<file path="src/rtl/bpsr_pkg.sv">
// shared types and constants for the block partition bin scatter router
package bpsr_pkg;

  // command codes
  localparam logic CMD_LOAD    = 1'b0;
  localparam logic CMD_SCATTER = 1'b1;

  // register indexes on the configuration port
  localparam int CFG_IDX_W = 3;
  localparam logic [CFG_IDX_W-1:0] CFG_BINS_X    = 3'd0;
  localparam logic [CFG_IDX_W-1:0] CFG_BINS_Y    = 3'd1;
  localparam logic [CFG_IDX_W-1:0] CFG_SLAB_LEN  = 3'd2;
  localparam logic [CFG_IDX_W-1:0] CFG_CORE_CNT  = 3'd3;
  localparam logic [CFG_IDX_W-1:0] CFG_SLAB_BASE = 3'd4;

  // quotient bits: core_count is 7 bits, so any owner of 128 or more is dropped
  localparam int OWNER_W = 7;
  localparam int SLAB_W  = 21;
  localparam int REM_W   = SLAB_W + OWNER_W;
  // width that holds any core limit up to 256
  localparam int MAXC_W  = 9;

  localparam int MID_DEPTH = 4;
  localparam int MID_PTR_W = 2;
  localparam int MID_CNT_W = 3;

  localparam int OUT_DEPTH = 16;
  localparam int OUT_PTR_W = 4;
  localparam int OUT_CNT_W = 5;

  typedef struct packed {
    logic        command;
    logic [15:0] bin_x;
    logic [15:0] bin_y;
    logic [31:0] area;
    logic [5:0]  entry_index;
    logic [31:0] entry_word;
  } in_item_t;

  typedef struct packed {
    logic [15:0] dest_x;
    logic [15:0] dest_y;
    logic [31:0] dest_addr;
    logic [31:0] increment;
  } out_item_t;

  typedef struct packed {
    logic [15:0]       bins_x;
    logic [15:0]       bins_y;
    logic [SLAB_W-1:0] slab_len;
    logic [6:0]        core_count;
    logic [31:0]       slab_base_addr;
  } cfg_t;

  // classified item between front and back: value is the global bin or the table word
  typedef struct packed {
    logic        is_load;
    logic [5:0]  entry_index;
    logic [31:0] value;
    logic [31:0] area;
  } mid_t;

endpackage

</file>
<file path="src/rtl/bpsr_front.sv">
// front end: accepts items, checks ranges and forms the global bin index
module bpsr_front #(
  parameter int MAX_CORES = 64
) (
  input  logic               clk,
  input  logic               rst_n,
  input  bpsr_pkg::cfg_t     cfg,
  input  logic               in_push,
  input  bpsr_pkg::in_item_t in_data,
  output logic               in_full,
  input  logic               q_full,
  output logic               q_push,
  output bpsr_pkg::mid_t     q_data
);
  import bpsr_pkg::*;

  localparam logic [MAXC_W-1:0] MAX_C = MAXC_W'(MAX_CORES);

  logic        s1_v_r;
  logic        s1_load_r;
  logic        s1_ok_r;
  logic [31:0] s1_prod_r;
  logic [15:0] s1_by_r;
  logic [31:0] s1_area_r;
  logic [5:0]  s1_idx_r;
  logic [31:0] s1_word_r;

  logic        in_ok;
  logic        in_acc;
  logic        keep;
  logic        s1_free;
  logic [31:0] prod;
  logic [31:0] global_bin;
  logic [31:0] span;

  always_comb begin
    if (in_data.command == CMD_LOAD) begin
      in_ok = MAXC_W'(in_data.entry_index) < MAX_C;
    end else begin
      in_ok = (in_data.bin_x < cfg.bins_x) && (in_data.bin_y < cfg.bins_y) &&
              (in_data.area != '0) && (cfg.slab_len != '0);
    end
  end

  assign prod = 32'(in_data.bin_x) * 32'(cfg.bins_y);

  // owner >= 2^OWNER_W is out of range for any core count
  assign span       = 32'({cfg.slab_len, {OWNER_W{1'b0}}});
  assign global_bin = s1_prod_r + 32'(s1_by_r);
  assign keep       = s1_ok_r && (s1_load_r || (global_bin < span));

  assign q_push  = s1_v_r && keep && !q_full;
  assign s1_free = !s1_v_r || !keep || !q_full;
  assign in_full = !s1_free;
  assign in_acc  = in_push && s1_free;

  always_comb begin
    q_data.is_load     = s1_load_r;
    q_data.entry_index = s1_idx_r;
    q_data.value       = s1_load_r ? s1_word_r : global_bin;
    q_data.area        = s1_area_r;
  end

  always_ff @(posedge clk) begin
    if (!rst_n) begin
      s1_v_r <= 1'b0;
    end else if (s1_free) begin
      s1_v_r <= in_push;
    end
  end

  always_ff @(posedge clk) begin
    if (in_acc) begin
      s1_load_r <= (in_data.command == CMD_LOAD);
      s1_ok_r   <= in_ok;
      s1_prod_r <= prod;
      s1_by_r   <= in_data.bin_y;
      s1_area_r <= in_data.area;
      s1_idx_r  <= in_data.entry_index;
      s1_word_r <= in_data.entry_word;
    end
  end

endmodule

</file>
<file path="config.mk">
export PLATFORM = sky130hd
export DESIGN_NAME = bpsr_front
export DESIGN_NICKNAME = d
export VERILOG_FILES = /design/src/rtl/bpsr_pkg.sv /design/src/rtl/bpsr_front.sv
export SDC_FILE = /design/constraint.sdc
export NUM_CORES = 1
export LEC_CHECK = 0
export BUFFER_PORTS_ARGS = -buffer_cell sky130_fd_sc_hd__buf_2
export CORE_ASPECT_RATIO = 0.7
export CORE_MARGIN = 3
export CORE_UTILIZATION = 35
export CTS_CLUSTER_SIZE = 28
export DETAILED_ROUTE_END_ITERATION = 10
export GPL_ROUTABILITY_DRIVEN = 0
export HOLD_SLACK_MARGIN = 0.12
export PLACE_DENSITY = 0.54
export SYNTH_ARGS = -nofsm -noshare
export SYNTH_HDL_FRONTEND = slang
export SYNTH_SLANG_ARGS = --single-unit
</file>
<file path="constraint.sdc">
create_clock -name clk -period 15.75 [get_ports clk]
set_input_delay 3.15 -clock clk [delete_from_list [all_inputs] [get_ports clk]]
set_output_delay 3.15 -clock clk [all_outputs]
set_load 0.05 [all_outputs]
</file>
# After elaboration in Yosys (flattened, before gate mapping)
# Index checks and enable logic that the tools add are counted.
# W data, S select, Z words.
# word_totals
reg_bits	121
in_bits	199
out_inout_bits	73
word_cells	31
# classes
add_sub_neg	1
mul	1
order_cmp	3
muxes	1
n_bitwise	1
reduce_logical	16
# op_table
op	n
$add A32 B16 Y32	1
$lt A16 B16 Y1	2
$lt A32 B28 Y1	1
$mul A16 B16 Y32	1
$mux W32	1
$reduce_bool A32 Y1	1
$reduce_bool A21 Y1	1
$logic_and A1 B1 Y1	7
$logic_not A1 Y1	4
$logic_or A1 B1 Y1	3
$not A1 Y1	1

# Depth between registers and ports, before layout
# Gate-level depths: netlist (run 1).
# depth
depth_word	8
depth_mapped	24
ltp_nobuf	22

# Worst setup path before layout (run 1)
# No wires, ideal clock.
# synth_path
kind	input-to-reg
startpoint	in cfg[47] (netlist bit)
endpoint	reg s1_area_r[0] (enable)
setup_ns	0.612
arrival_time_ns	9.761
required_time_ns	15.138
slack_ns	5.377
stages	10
n_path_buf	0
cell_sequence	inv_1 > ha_1 > nand2_1 > nor2_1 > nand2_1 > a311oi_1 > o21a_1 > a2111oi_4 > a21o_2 > nor2b_1
# synth_via
elab_chain_cells	7
# synth_rtl
item	line_no	source
start: declaration	bpsr_front.sv:7	input bpsr_pkg::cfg_t cfg,
$lt A32 B28 Y1	bpsr_front.sv:50	assign keep = s1_ok_r && (s1_load_r || (global_bin < span));
$logic_or A1 B1 Y1	bpsr_front.sv:50	
$logic_and A1 B1 Y1	bpsr_front.sv:50	
$logic_not A1 Y1	bpsr_front.sv:53	assign s1_free = !s1_v_r || !keep || !q_full;
$logic_or A1 B1 Y1 (2 in series)	bpsr_front.sv:53	
$logic_and A1 B1 Y1	bpsr_front.sv:55	assign in_acc = in_push && s1_free;
via in_acc	bpsr_front.sv:29	logic in_acc;
end signal: assignment	bpsr_front.sv:78	s1_area_r <= in_data.area;
end: declaration	bpsr_front.sv:24	logic [31:0] s1_area_r;
# The timed path passes the listed nets, and every way through them passes these cells.
# A chain may end at the register's enable or synchronous reset.

# Worst setup path after layout (run 1)
# layout_path
startpoint	in in_data[94] (netlist bit)
endpoint	reg s1_prod_r[25], data pin
# layout_via
elab_chain_cells	1
# layout_rtl
item	line_no	source
start: declaration	bpsr_front.sv:9	input bpsr_pkg::in_item_t in_data,
$mul A16 B16 Y32	bpsr_front.sv:45	assign prod = 32'(in_data.bin_x) * 32'(cfg.bins_y);
via prod[25]	bpsr_front.sv:32	logic [31:0] prod;
end signal: assignment	bpsr_front.sv:76	s1_prod_r <= prod;
end: declaration	bpsr_front.sv:22	logic [31:0] s1_prod_r;
# The timed path passes the listed nets, and every way through them passes these cells.

==> impl_metrics.env, run 1 <==
export IMPL_synthTopCellsByCount="inv_1 (289), fa_1 (195), nand2_1 (187), ha_1 (170), and2_1 (124)"
export IMPL_yosys_warnings=0
export IMPL_vias=11300
export IMPL_maxCapViolations=0
export IMPL_dieArea_sq_um=45460
export IMPL_drive_gt1_share_pct=17.15
export IMPL_cts_setup_buffers=0
export IMPL_root_buffer="clkbuf_16"
export IMPL_slowest_delay_ns=0.58
export IMPL_num_rows=62
export IMPL_synthMostInstantiatedCell="inv_1"
export IMPL_period_minus_slack_ns=9.034
export IMPL_post_cts_resized=0
export IMPL_grtUsageTotal_pct=18.85
export IMPL_synth_area_leaders="fa_1 (26%), edfxtp_1 (24%), ha_1 (14%)"
export IMPL_cts_tree="built"
export IMPL_finClkSkew_ns=0.01030
export IMPL_start_util_pct=36.04
export IMPL_grt_overflow=0
export IMPL_numCtsBuffers=17
export IMPL_hpwl_um=33410
export IMPL_cp_num_buf_inv=4
export IMPL_critPathCaptureType="flip-flop"
export IMPL_netlist_area_sq_um=15010
export IMPL_first_pass_iters=5
export IMPL_worstMarginPinSlew_ns=0.9932
export IMPL_htreeDepth=4
export IMPL_grt_pass1_wl_um=65960
export IMPL_max_vdd_ir_drop_mv=0.2214
export IMPL_dp_slack_ns=6.252
export IMPL_clock_latency_ns=0.43
export IMPL_hold_viol=0
export IMPL_drc_errors=0
export IMPL_clk_pin_slew_ns=0.06
export IMPL_path_cells="buf_2, nand2_1, fa_1, fa_1, fa_1, fa_1, inv_1, fa_1, inv_1, fa_1, inv_1, ha_1, nand3_1, o221ai_1, a31oi_1, a21oi_1, or2_2, a31o_2, a21oi_1, xnor2_1"
export IMPL_required_ns=15.92
export IMPL_tns_ns=0
export IMPL_critPathKind="in2reg"
export IMPL_die_w_um=253.6
export IMPL_hp_class="reg2reg"
export IMPL_path_delay_family="adder cells"
export IMPL_wl_per_cell_um=18.22
export IMPL_ys_ff_latch=121
export IMPL_finalWorstSetupSlack_ns=6.716
export IMPL_synth_cells=1515
export IMPL_synth_area_leader_cell="fa_1"
export IMPL_critical_path_arrival_ns=9.21
export IMPL_postRouteAntennaNets=0
export IMPL_yosysSeqAreaShare_pct=24.13
export IMPL_startpoint_type="primary input"
export IMPL_area_delta_synth_final_pct=15.29
export IMPL_rsz0062_at_grt="false"
export IMPL_synth_avg_cell_area_sq_um=9.910
export IMPL_clock_fmax_mhz=110.7
export IMPL_cp_common_cell="fa_1"
export IMPL_drt_iter0_drc=654
export IMPL_power_density_nw_per_um2=216.9
export IMPL_relSlewSlack_pct=33.78
export IMPL_yosysTopAreaCellShare_pct=26.00
export IMPL_synthArstFlopShare_pct=0
export IMPL_status="completed"
export IMPL_grt_antenna_before_repair=3
export IMPL_period_share_pct=57.36
export IMPL_syn_num_nets=2079
export IMPL_report_final_slew_viol_count=0
export IMPL_clockBufferDepth=2
export IMPL_leakage_nw=8.421
export IMPL_cts_sinks=121
export IMPL_grt_pass1_vias=12110
export IMPL_synth_cell_types=64
export IMPL_vias_per_cell=4.944
export IMPL_core_area_sq_um=41660
export IMPL_grt_max_degree=74
export IMPL_finalSetupViolations=0
export IMPL_dieHeight_um=179.3
export IMPL_crit_slowest_cell="fa_1"
export IMPL_synth_edf_count=120
export IMPL_port_buffers=232
export IMPL_finish_net_count=2289
export IMPL_hold_buffers=0
export IMPL_routed_wirelength_um=41640
export IMPL_path_max_fanout=17
export IMPL_ios=272
export IMPL_synth_flop_cell="edfxtp_1"
==> flip-flops by register name, summed over array words and instances, names as in the netlist <==
name and cells:
s1_prod_r 32, s1_v_r 1, s1_idx_r 6, s1_area_r 32
s1_ok_r 1, s1_by_r 16, s1_word_r 32, s1_load_r 1
==> routing by layer <==
| metal | vias up | global-route usage [%] | routed length [um] | share of wire (%) |
|---|---|---|---|---|
| li1 | 5334 | - | - | - |
| met1 | 5711 | 25.98 | 19670 | 47 |
| met2 | 219 | 31.30 | 19870 | 48 |
| met3 | 34 | 3.234 | 1561 | 3.7 |
| met4 | 0 | 3.937 | 547 | 1.3 |
| met5 | - | 0 | 0 | 0 |
==> worst paths after layout <==
path                         to  cells after the start          from  slack (ns)
hold / removal           s1_v_r                      4        s1_v_r        0.80
setup / recovery  s1_prod_r[25]                     20   in_data[94]        6.72
hold reg to reg          s1_v_r                      4        s1_v_r        0.80
setup reg to reg  s1_area_r[20]                     20  s1_prod_r[0]       10.14
==> layout by cell type, fill, tap and decap left out, types with 3 or more instances in the layout <==
master / netlist / layout
and2_1: 124 / 124
diode_2: 0 / 3
a211oi_1: 9 / 9
nor2_1: 37 / 37
xnor2_1: 36 / 36
edfxtp_1: 120 / 120
xor2_1: 23 / 23
nor2b_1: 4 / 3
and4_1: 4 / 4
nor4_1: 12 / 12
inv_6: 0 / 7
o211ai_1: 7 / 7
nand2_1: 187 / 187
o21ai_0: 32 / 32
nor3_1: 5 / 5
inv_1: 289 / 289
clkbuf_16: 0 / 17
nand2b_1: 8 / 8
buf_4: 1 / 3
nand4_1: 16 / 16
nand3_1: 25 / 25
fa_1: 195 / 195
o21bai_1: 5 / 5
buf_2: 1 / 232
a21oi_1: 57 / 57
ha_1: 170 / 170
and3_1: 5 / 5
mux2_2: 16 / 16
a21o_1: 31 / 31
o21a_1: 10 / 10
==> logic make-up after synthesis <==
family                   after synthesis  synth area share, %
multiplexers                          16                1.200
AO/OA/AOI/OAI                        183                8.175
adder cells (fa/ha/maj)              365                40.17
XOR/XNOR                              59                3.442
buffers and inverters                334                8.392
flip-flops                           121                24.13
AND/OR/NAND/NOR                      437                14.49
==> worst register-to-register path, delay by kind of cell (launching register included) <==
family          cells  cell delay [ns]
compound gates     11             2.57
fa+ha+maj           3             0.97
buf+inv             1             0.73
flops               1             0.37
xor+xnor            1             0.09
simple gates        4             0.38
==> stage by stage <==
stage	instance area (sq um)	hold WS [ns]	std cells	utilization [%]	total power, mW
after detailed placement	16710	0.7641	2250	40.12	3.375
final	17310	0.8012	2285	41.55	3.755
after floorplan	15010	0.8934	1515	-	2.733
after global placement	16710	0.7544	2250	40.12	3.355
after global routing	17310	0.8649	2285	41.55	4.170
after CTS	17300	0.7822	2282	41.54	3.787
==> power by group <==
part	switching [mW]	internal, mW
clock	0.157	0.236
combinational	1.67	1.12
sequential	0.0410	0.532
total	1.87	1.89
==> final cells by class <==
class	instances	area, sq um
Antenna cell	3	7.507
Clock buffer	17	425.4
Clock inverter	15	162.7
Fill cell	4110	24350
Inverter	290	1089
Multi-Input combinational cell	1060	10140
Sequential cell	121	3623
Tap cell	544	680.7
Timing Repair Buffer	235	1184
Power figures use the tool's default switching activity.
==> run 2, diff against run 1 <==
- clock period: 15.75 -> 9.2 ns (I/O delays scaled with it)
==> run 2 against run 1 <==
Against the previous run:
- clock power rose by 81%
- worst setup slack got worse by 5.0 ns
- non-clock buffer count is 1 higher
- worst hold slack improved by 0.00060 ns
- critical path depth increased by 2
- global-route usage fell by 0.13 points
==> impl_metrics.env, run 2 (synthesized netlist as in run 1, its figures left out) <==
export IMPL_grt_overflow=0
export IMPL_period_minus_slack_ns=7.532
export IMPL_post_route_util_pct=41.66
export IMPL_cts_setup_buffers=0
export IMPL_postRouteAntennaNets=0
export IMPL_power_density_nw_per_um2=374.4
export IMPL_hold_viol=0
export IMPL_whs_path_depth=4
export IMPL_max_vdd_ir_drop_mv=0.2886
export IMPL_hp_class="reg2reg"
export IMPL_dieArea_sq_um=45460
export IMPL_ios=272
export IMPL_hpwl_um=33570
export IMPL_grt_antenna_before_repair=5
export IMPL_drc_errors=0
export IMPL_path_max_fanout=17
export IMPL_reg2reg_setup_slack_ns=3.68
export IMPL_design_area_sq_um=17360
export IMPL_core_area_sq_um=41660
export IMPL_rsz0062_at_grt="false"
export IMPL_critPathKind="in2reg"
export IMPL_clock_fmax_mhz=132.8
export IMPL_cts_tree="built"
export IMPL_start_util_pct=36.04
export IMPL_clockBufferDepth=2
export IMPL_layout_common_cells="inv_1 (289), buf_2 (232), fa_1 (195)"
export IMPL_tns_ns=0
export IMPL_numCtsBuffers=17
export IMPL_critical_path_arrival_ns=7.70
export IMPL_root_buffer="clkbuf_16"
export IMPL_finish_net_count=2290
export IMPL_startpoint_type="primary input"
export IMPL_period_share_pct=81.87
export IMPL_critPathCaptureType="flip-flop"
export IMPL_leakage_nw=8.441
export IMPL_maxCapViolations=0
export IMPL_finalWorstSetupSlack_ns=1.668
export IMPL_clock_latency_ns=0.43
export IMPL_finClkSkew_ns=0.008826
export IMPL_drive_gt1_share_pct=17.14
export IMPL_clk_pin_slew_ns=0.06
export IMPL_final_common_cell="inv_1"
export IMPL_port_buffers=232
export IMPL_grtUsageTotal_pct=18.73
export IMPL_dp_slack_ns=1.199
export IMPL_worstHoldStart="s1_v_r"
export IMPL_area_delta_synth_final_pct=15.59
export IMPL_cts_sinks=121
export IMPL_reg2reg_from="s1_prod_r[1]"
export IMPL_drt_iter0_drc=679
export IMPL_finalSetupViolations=0
export IMPL_grt_pass1_vias=11970
export IMPL_vias=11280
export IMPL_status="completed"
export IMPL_grt_pass1_wl_um=65620
export IMPL_r2r_cells=18
export IMPL_hold_buffers=0
export IMPL_relSlewSlack_pct=41.82
export IMPL_hold_end="s1_v_r"
export IMPL_dieHeight_um=179.3
export IMPL_reg2reg_to="s1_word_r[6]"
export IMPL_worstMarginPinSlew_ns=0.8727
export IMPL_placed_area_sq_um=16720
export IMPL_vias_per_cell=4.933
export IMPL_num_rows=62
export IMPL_top_regs="s1_area_r: 32 flops, s1_prod_r: 32 flops, s1_word_r: 32 flops"
export IMPL_htreeDepth=4
export IMPL_required_ns=9.37
export IMPL_first_pass_iters=5
export IMPL_whs_ns=0.8018
export IMPL_wl_per_cell_um=18.06
export IMPL_die_w_um=253.6
export IMPL_grt_max_degree=67
export IMPL_report_final_slew_viol_count=0
export IMPL_routed_wirelength_um=41300
export IMPL_post_cts_resized=0
==> run 2: cell count changes in the layout (fill, tap and decap cells not counted), sizes merged <==
cell / change
inv: -5
clkinv: +3
bufinv: +2
buf: +1
==> run 2: how the worst max path moves through the flow <==
stage,to,startpoint,cells after the start
after floorplan,s1_prod_r[25],cfg[67],23
after global placement,s1_prod_r[31],cfg[67],22
after detailed placement,s1_prod_r[31],cfg[67],22
after CTS,s1_prod_r[31],cfg[67],22
after global routing,s1_prod_r[31],cfg[67],22
final,s1_prod_r[31],cfg[67],22
==> run 2: routing by layer <==
layer,global-route usage [%],part of all wire [%],wire [um]
met4,3.769,1.0,425
met2,30.61,47,19580
met1,26.39,47,19340
met5,0,0.031,13
met3,2.973,4.7,1933
==> run 2: layout make-up <==
cell class | count | area, sq um
antenna | 3 | 7.507
fill | 4075 | 24300
sequential | 121 | 3623
clock buffer | 17 | 425.4
clock inverter | 15 | 200.2
multi-input combinational | 1060 | 10140
inverter | 290 | 1089
tap | 544 | 680.7
timing repair buffer | 236 | 1191
==> run 2: worst max-delay path: stages <==
cell and delay (ns):
buf_2 0.38, nand2_1 0.15, fa_1 0.55, inv_1 0.05
fa_1 0.49, inv_1 0.05, fa_1 0.54, inv_1 0.05
fa_1 0.48, fa_1 0.49, inv_1 0.05, fa_1 0.53
inv_1 0.04, ha_1 0.38, a21oi_1 0.09, o21ai_0 0.34
o2bb2ai_1 0.17, a211oi_1 0.38, nor2_1 0.14, o2111ai_1 0.23
a21oi_1 0.11, xnor2_1 0.13
==> run 2: through the flow <==
stage	cells	total power, mW
after floorplan	1515	4.676
after global placement	2251	5.763
after detailed placement	2251	5.807
after CTS	2283	6.555
after global routing	2286	7.231
final	2286	6.497
==> run 2: power breakdown <==
part	switching, mW	total [mW]	internal, mW
combinational	2.87	4.81	1.94
clock	0.256	0.709	0.453
sequential	0.0694	0.981	0.911
==> run 3, diff against run 2 <==
- ABC_AREA: not set -> 1
- PLACE_DENSITY: 0.54 -> 0.56
- clock period: 9.2 -> 6.6 ns (I/O delays scaled with it)
==> run 3 against run 2 <==
Against the previous run:
- final cell count increased by 22%
- cell area is 9.5% higher
- synthesized cell count grew 22%
- critical path type unchanged
- highest routed layer is now met4
==> impl_metrics.env, run 3 <==
export IMPL_grt_antenna_before_repair=1
export IMPL_dp_slack_ns=-0.2507
export IMPL_path_cells="buf_2, buf_4, nand2_1, fa_1, inv_1, fa_1, fa_1, fa_1, fa_1, inv_1, fa_1, inv_1, ha_1, a21oi_1, o21ai_0, a21oi_1, nand3_2, a31oi_2, o21bai_1, xor2_1"
export IMPL_grtUsageTotal_pct=18.06
export IMPL_report_final_slew_viol_count=0
export IMPL_path_delay_family="adder cells"
export IMPL_synth_edf_count=120
export IMPL_numCtsBuffers=17
export IMPL_drt_iter0_drc=791
export IMPL_status="completed"
export IMPL_synth_cell_types=43
export IMPL_synthArstFlopShare_pct=0
export IMPL_period_minus_slack_ns=6.430
export IMPL_power_density_nw_per_um2=573.3
export IMPL_cts_sinks=121
export IMPL_top_regs="s1_area_r: 32 flops, s1_prod_r: 32 flops, s1_word_r: 32 flops"
export IMPL_reg2reg_setup_slack_ns=1.82
export IMPL_yosysSeqAreaShare_pct=23.21
export IMPL_htreeDepth=4
export IMPL_finish_net_count=2740
export IMPL_period_share_pct=97.43
export IMPL_synth_avg_cell_area_sq_um=8.427
export IMPL_hp_class="reg2reg"
export IMPL_critPathKind="in2reg"
export IMPL_r2r_cells=24
export IMPL_cp_num_buf_inv=5
export IMPL_leakage_nw=10.56
export IMPL_ys_ff_latch=121
export IMPL_core_area_sq_um=43880
export IMPL_wl_per_cell_um=14.80
export IMPL_critPathCaptureType="flip-flop"
export IMPL_vias=12730
export IMPL_hold_end="s1_v_r"
export IMPL_hold_viol=0
export IMPL_synth_area_leaders="fa_1 (25%), edfxtp_1 (23%), ha_1 (14%)"
export IMPL_synth_area_leader_cell="fa_1"
export IMPL_clock_fmax_mhz=155.5
export IMPL_rsz0062_at_grt="false"
export IMPL_yosys_warnings=0
export IMPL_worstMarginPinSlew_ns=1.092
export IMPL_drive_gt1_share_pct=21.20
export IMPL_drc_errors=0
export IMPL_hold_buffers=0
export IMPL_postRouteAntennaNets=0
export IMPL_start_util_pct=35.58
export IMPL_clk_pin_slew_ns=0.06
export IMPL_max_vdd_ir_drop_mv=0.7064
export IMPL_grt_pass1_wl_um=68450
export IMPL_vias_per_cell=4.573
export IMPL_netlist_area_sq_um=15610
export IMPL_design_area_sq_um=19000
export IMPL_syn_num_nets=2417
export IMPL_layout_common_cells="nand2_1 (478), inv_1 (472), buf_2 (232)"
export IMPL_whs_path_depth=4
export IMPL_finalWorstSetupSlack_ns=0.1696
export IMPL_synthMostInstantiatedCell="nand2_1"
export IMPL_grt_max_degree=68
export IMPL_maxCapViolations=0
export IMPL_path_max_fanout=12
export IMPL_critical_path_arrival_ns=6.59
export IMPL_cp_common_cell="fa_1"
export IMPL_grt_pass1_vias=13260
export IMPL_port_buffers=232
export IMPL_power_total_mw=10.89
export IMPL_finalSetupViolations=0
export IMPL_cts_tree="built"
export IMPL_synth_cells=1853
export IMPL_final_common_cell="nand2_1"
export IMPL_ios=272
export IMPL_reg2reg_to="s1_word_r[0]"
export IMPL_root_buffer="clkbuf_16"
export IMPL_clockBufferDepth=2
export IMPL_relSlewSlack_pct=27.10
export IMPL_slowest_delay_ns=0.55
export IMPL_yosysTopAreaCellShare_pct=25.00
export IMPL_placed_area_sq_um=18370
export IMPL_synthTopCellsByCount="nand2_1 (478), inv_1 (473), fa_1 (195), ha_1 (170), edfxtp_1 (120)"
export IMPL_synth_flop_cell="edfxtp_1"
export IMPL_first_pass_iters=5
export IMPL_worstHoldStart="s1_v_r"
export IMPL_startpoint_type="primary input"
export IMPL_area_delta_synth_final_pct=21.68
export IMPL_clock_latency_ns=0.43
export IMPL_finClkSkew_ns=0.01354
export IMPL_grt_overflow=0
export IMPL_dieHeight_um=182.7
export IMPL_crit_slowest_cell="fa_1"
export IMPL_die_w_um=258.5
export IMPL_dieArea_sq_um=47220
export IMPL_reg2reg_from="s1_prod_r[0]"
export IMPL_hpwl_um=35710
export IMPL_num_rows=64
export IMPL_required_ns=6.76
export IMPL_routed_wirelength_um=41190
## run 3: cell types whose count changed after synthesis, sizes merged, moves of 9 or more
cell    previous run  this run
nor2              37        56
inv              289       478
a211oi            10         1
clkbuf            42        70
xnor2             36        16
and2             124         0
nand2            189       493
xor2              23        34
a21oi             57        69
a21o              32         3
mux2              16         0
## run 3: worst reg2reg max path, cell delays in order, from the launching register on
cell and delay (ns):
edfxtp_1 0.36, ha_1 0.25, fa_1 0.42, nand3_1 0.12, nand3_2 0.10, nand2_1 0.12
nand2_2 0.09, nand2_1 0.08, nand2_2 0.11, a21oi_1 0.25, inv_1 0.10, nand3_1 0.10
xor2_1 0.23, inv_1 0.07, ha_1 0.27, nand2_1 0.06, o21a_1 0.19, nand3_2 0.08
nor2_2 0.03, nand3_1 0.07, nand2_2 0.07, nand3_2 0.14, nand2_1 0.09, inv_4 0.64
buf_12 0.35
## run 3: worst max-delay path by stage
stage,depth (start not counted),slack (ns),start,endpoint
global route,25,0.01,in_data[92],s1_prod_r[27]
finish,20,0.17,in_data[94],s1_prod_r[28]
CTS,20,0.18,in_data[94],s1_prod_r[28]
global placement,20,-0.15,in_data[94],s1_prod_r[28]
detailed placement,20,-0.25,in_data[98],s1_prod_r[28]
floorplan,22,0.008,cfg[65],s1_prod_r[28]
## run 3: layout make-up
cell class | instances | area [sq um]
Timing Repair Buffer | 376 | 2280
Clock inverter | 15 | 178.9
Sequential cell | 121 | 3623
Fill cell | 4478 | 24880
Multi-Input combinational cell | 1182 | 9951
Antenna cell | 1 | 2.502
Tap cell | 594 | 743.2
Clock buffer | 17 | 425.4
Inverter | 478 | 1797
## run 3: metrics by stage
step / utilization [%] / hold WS (ns) / cells / setup TNS [ns]
5_1_grt: 43.30 / 0.6308 / 2784 / 0
3_5_place_dp: 41.85 / 0.5822 / 2751 / -1.375
2_1_floorplan: - / 0.5374 / 1853 / 0
4_1_cts: 43.23 / 0.5900 / 2783 / 0
3_3_place_gp: 41.85 / 0.5596 / 2751 / -0.8064
6_report: 43.30 / 0.5796 / 2784 / 0
## run 3: per-layer routing
layer	track usage, %	wire length, um	vias to the layer above
met5	0	0	-
met1	26.58	20530	6209
met4	2.681	377	0
met3	2.760	1759	28
met2	28.76	18530	222
li1	-	-	6271
## run 3: repair_timing
item | CTS | global route
buffers inserted | 0 | 0
gates resized for setup | 0 | 7
endpoints found under the hold margin | 0 | 0
setup endpoints to repair | 0 | 3
## run 3: cells by family after synthesis
logic type / share of synthesized area (%)
fa+ha+maj: 38.62
flops: 23.21
compound gates: 5.056
buf+inv: 13.25
simple gates: 17.07
xor+xnor: 2.804
## run 3: power by group
part	internal, mW	switching (mW)
sequential	1.28	0.0729
combinational	3.87	4.72
clock	0.571	0.384
total	5.72	5.17
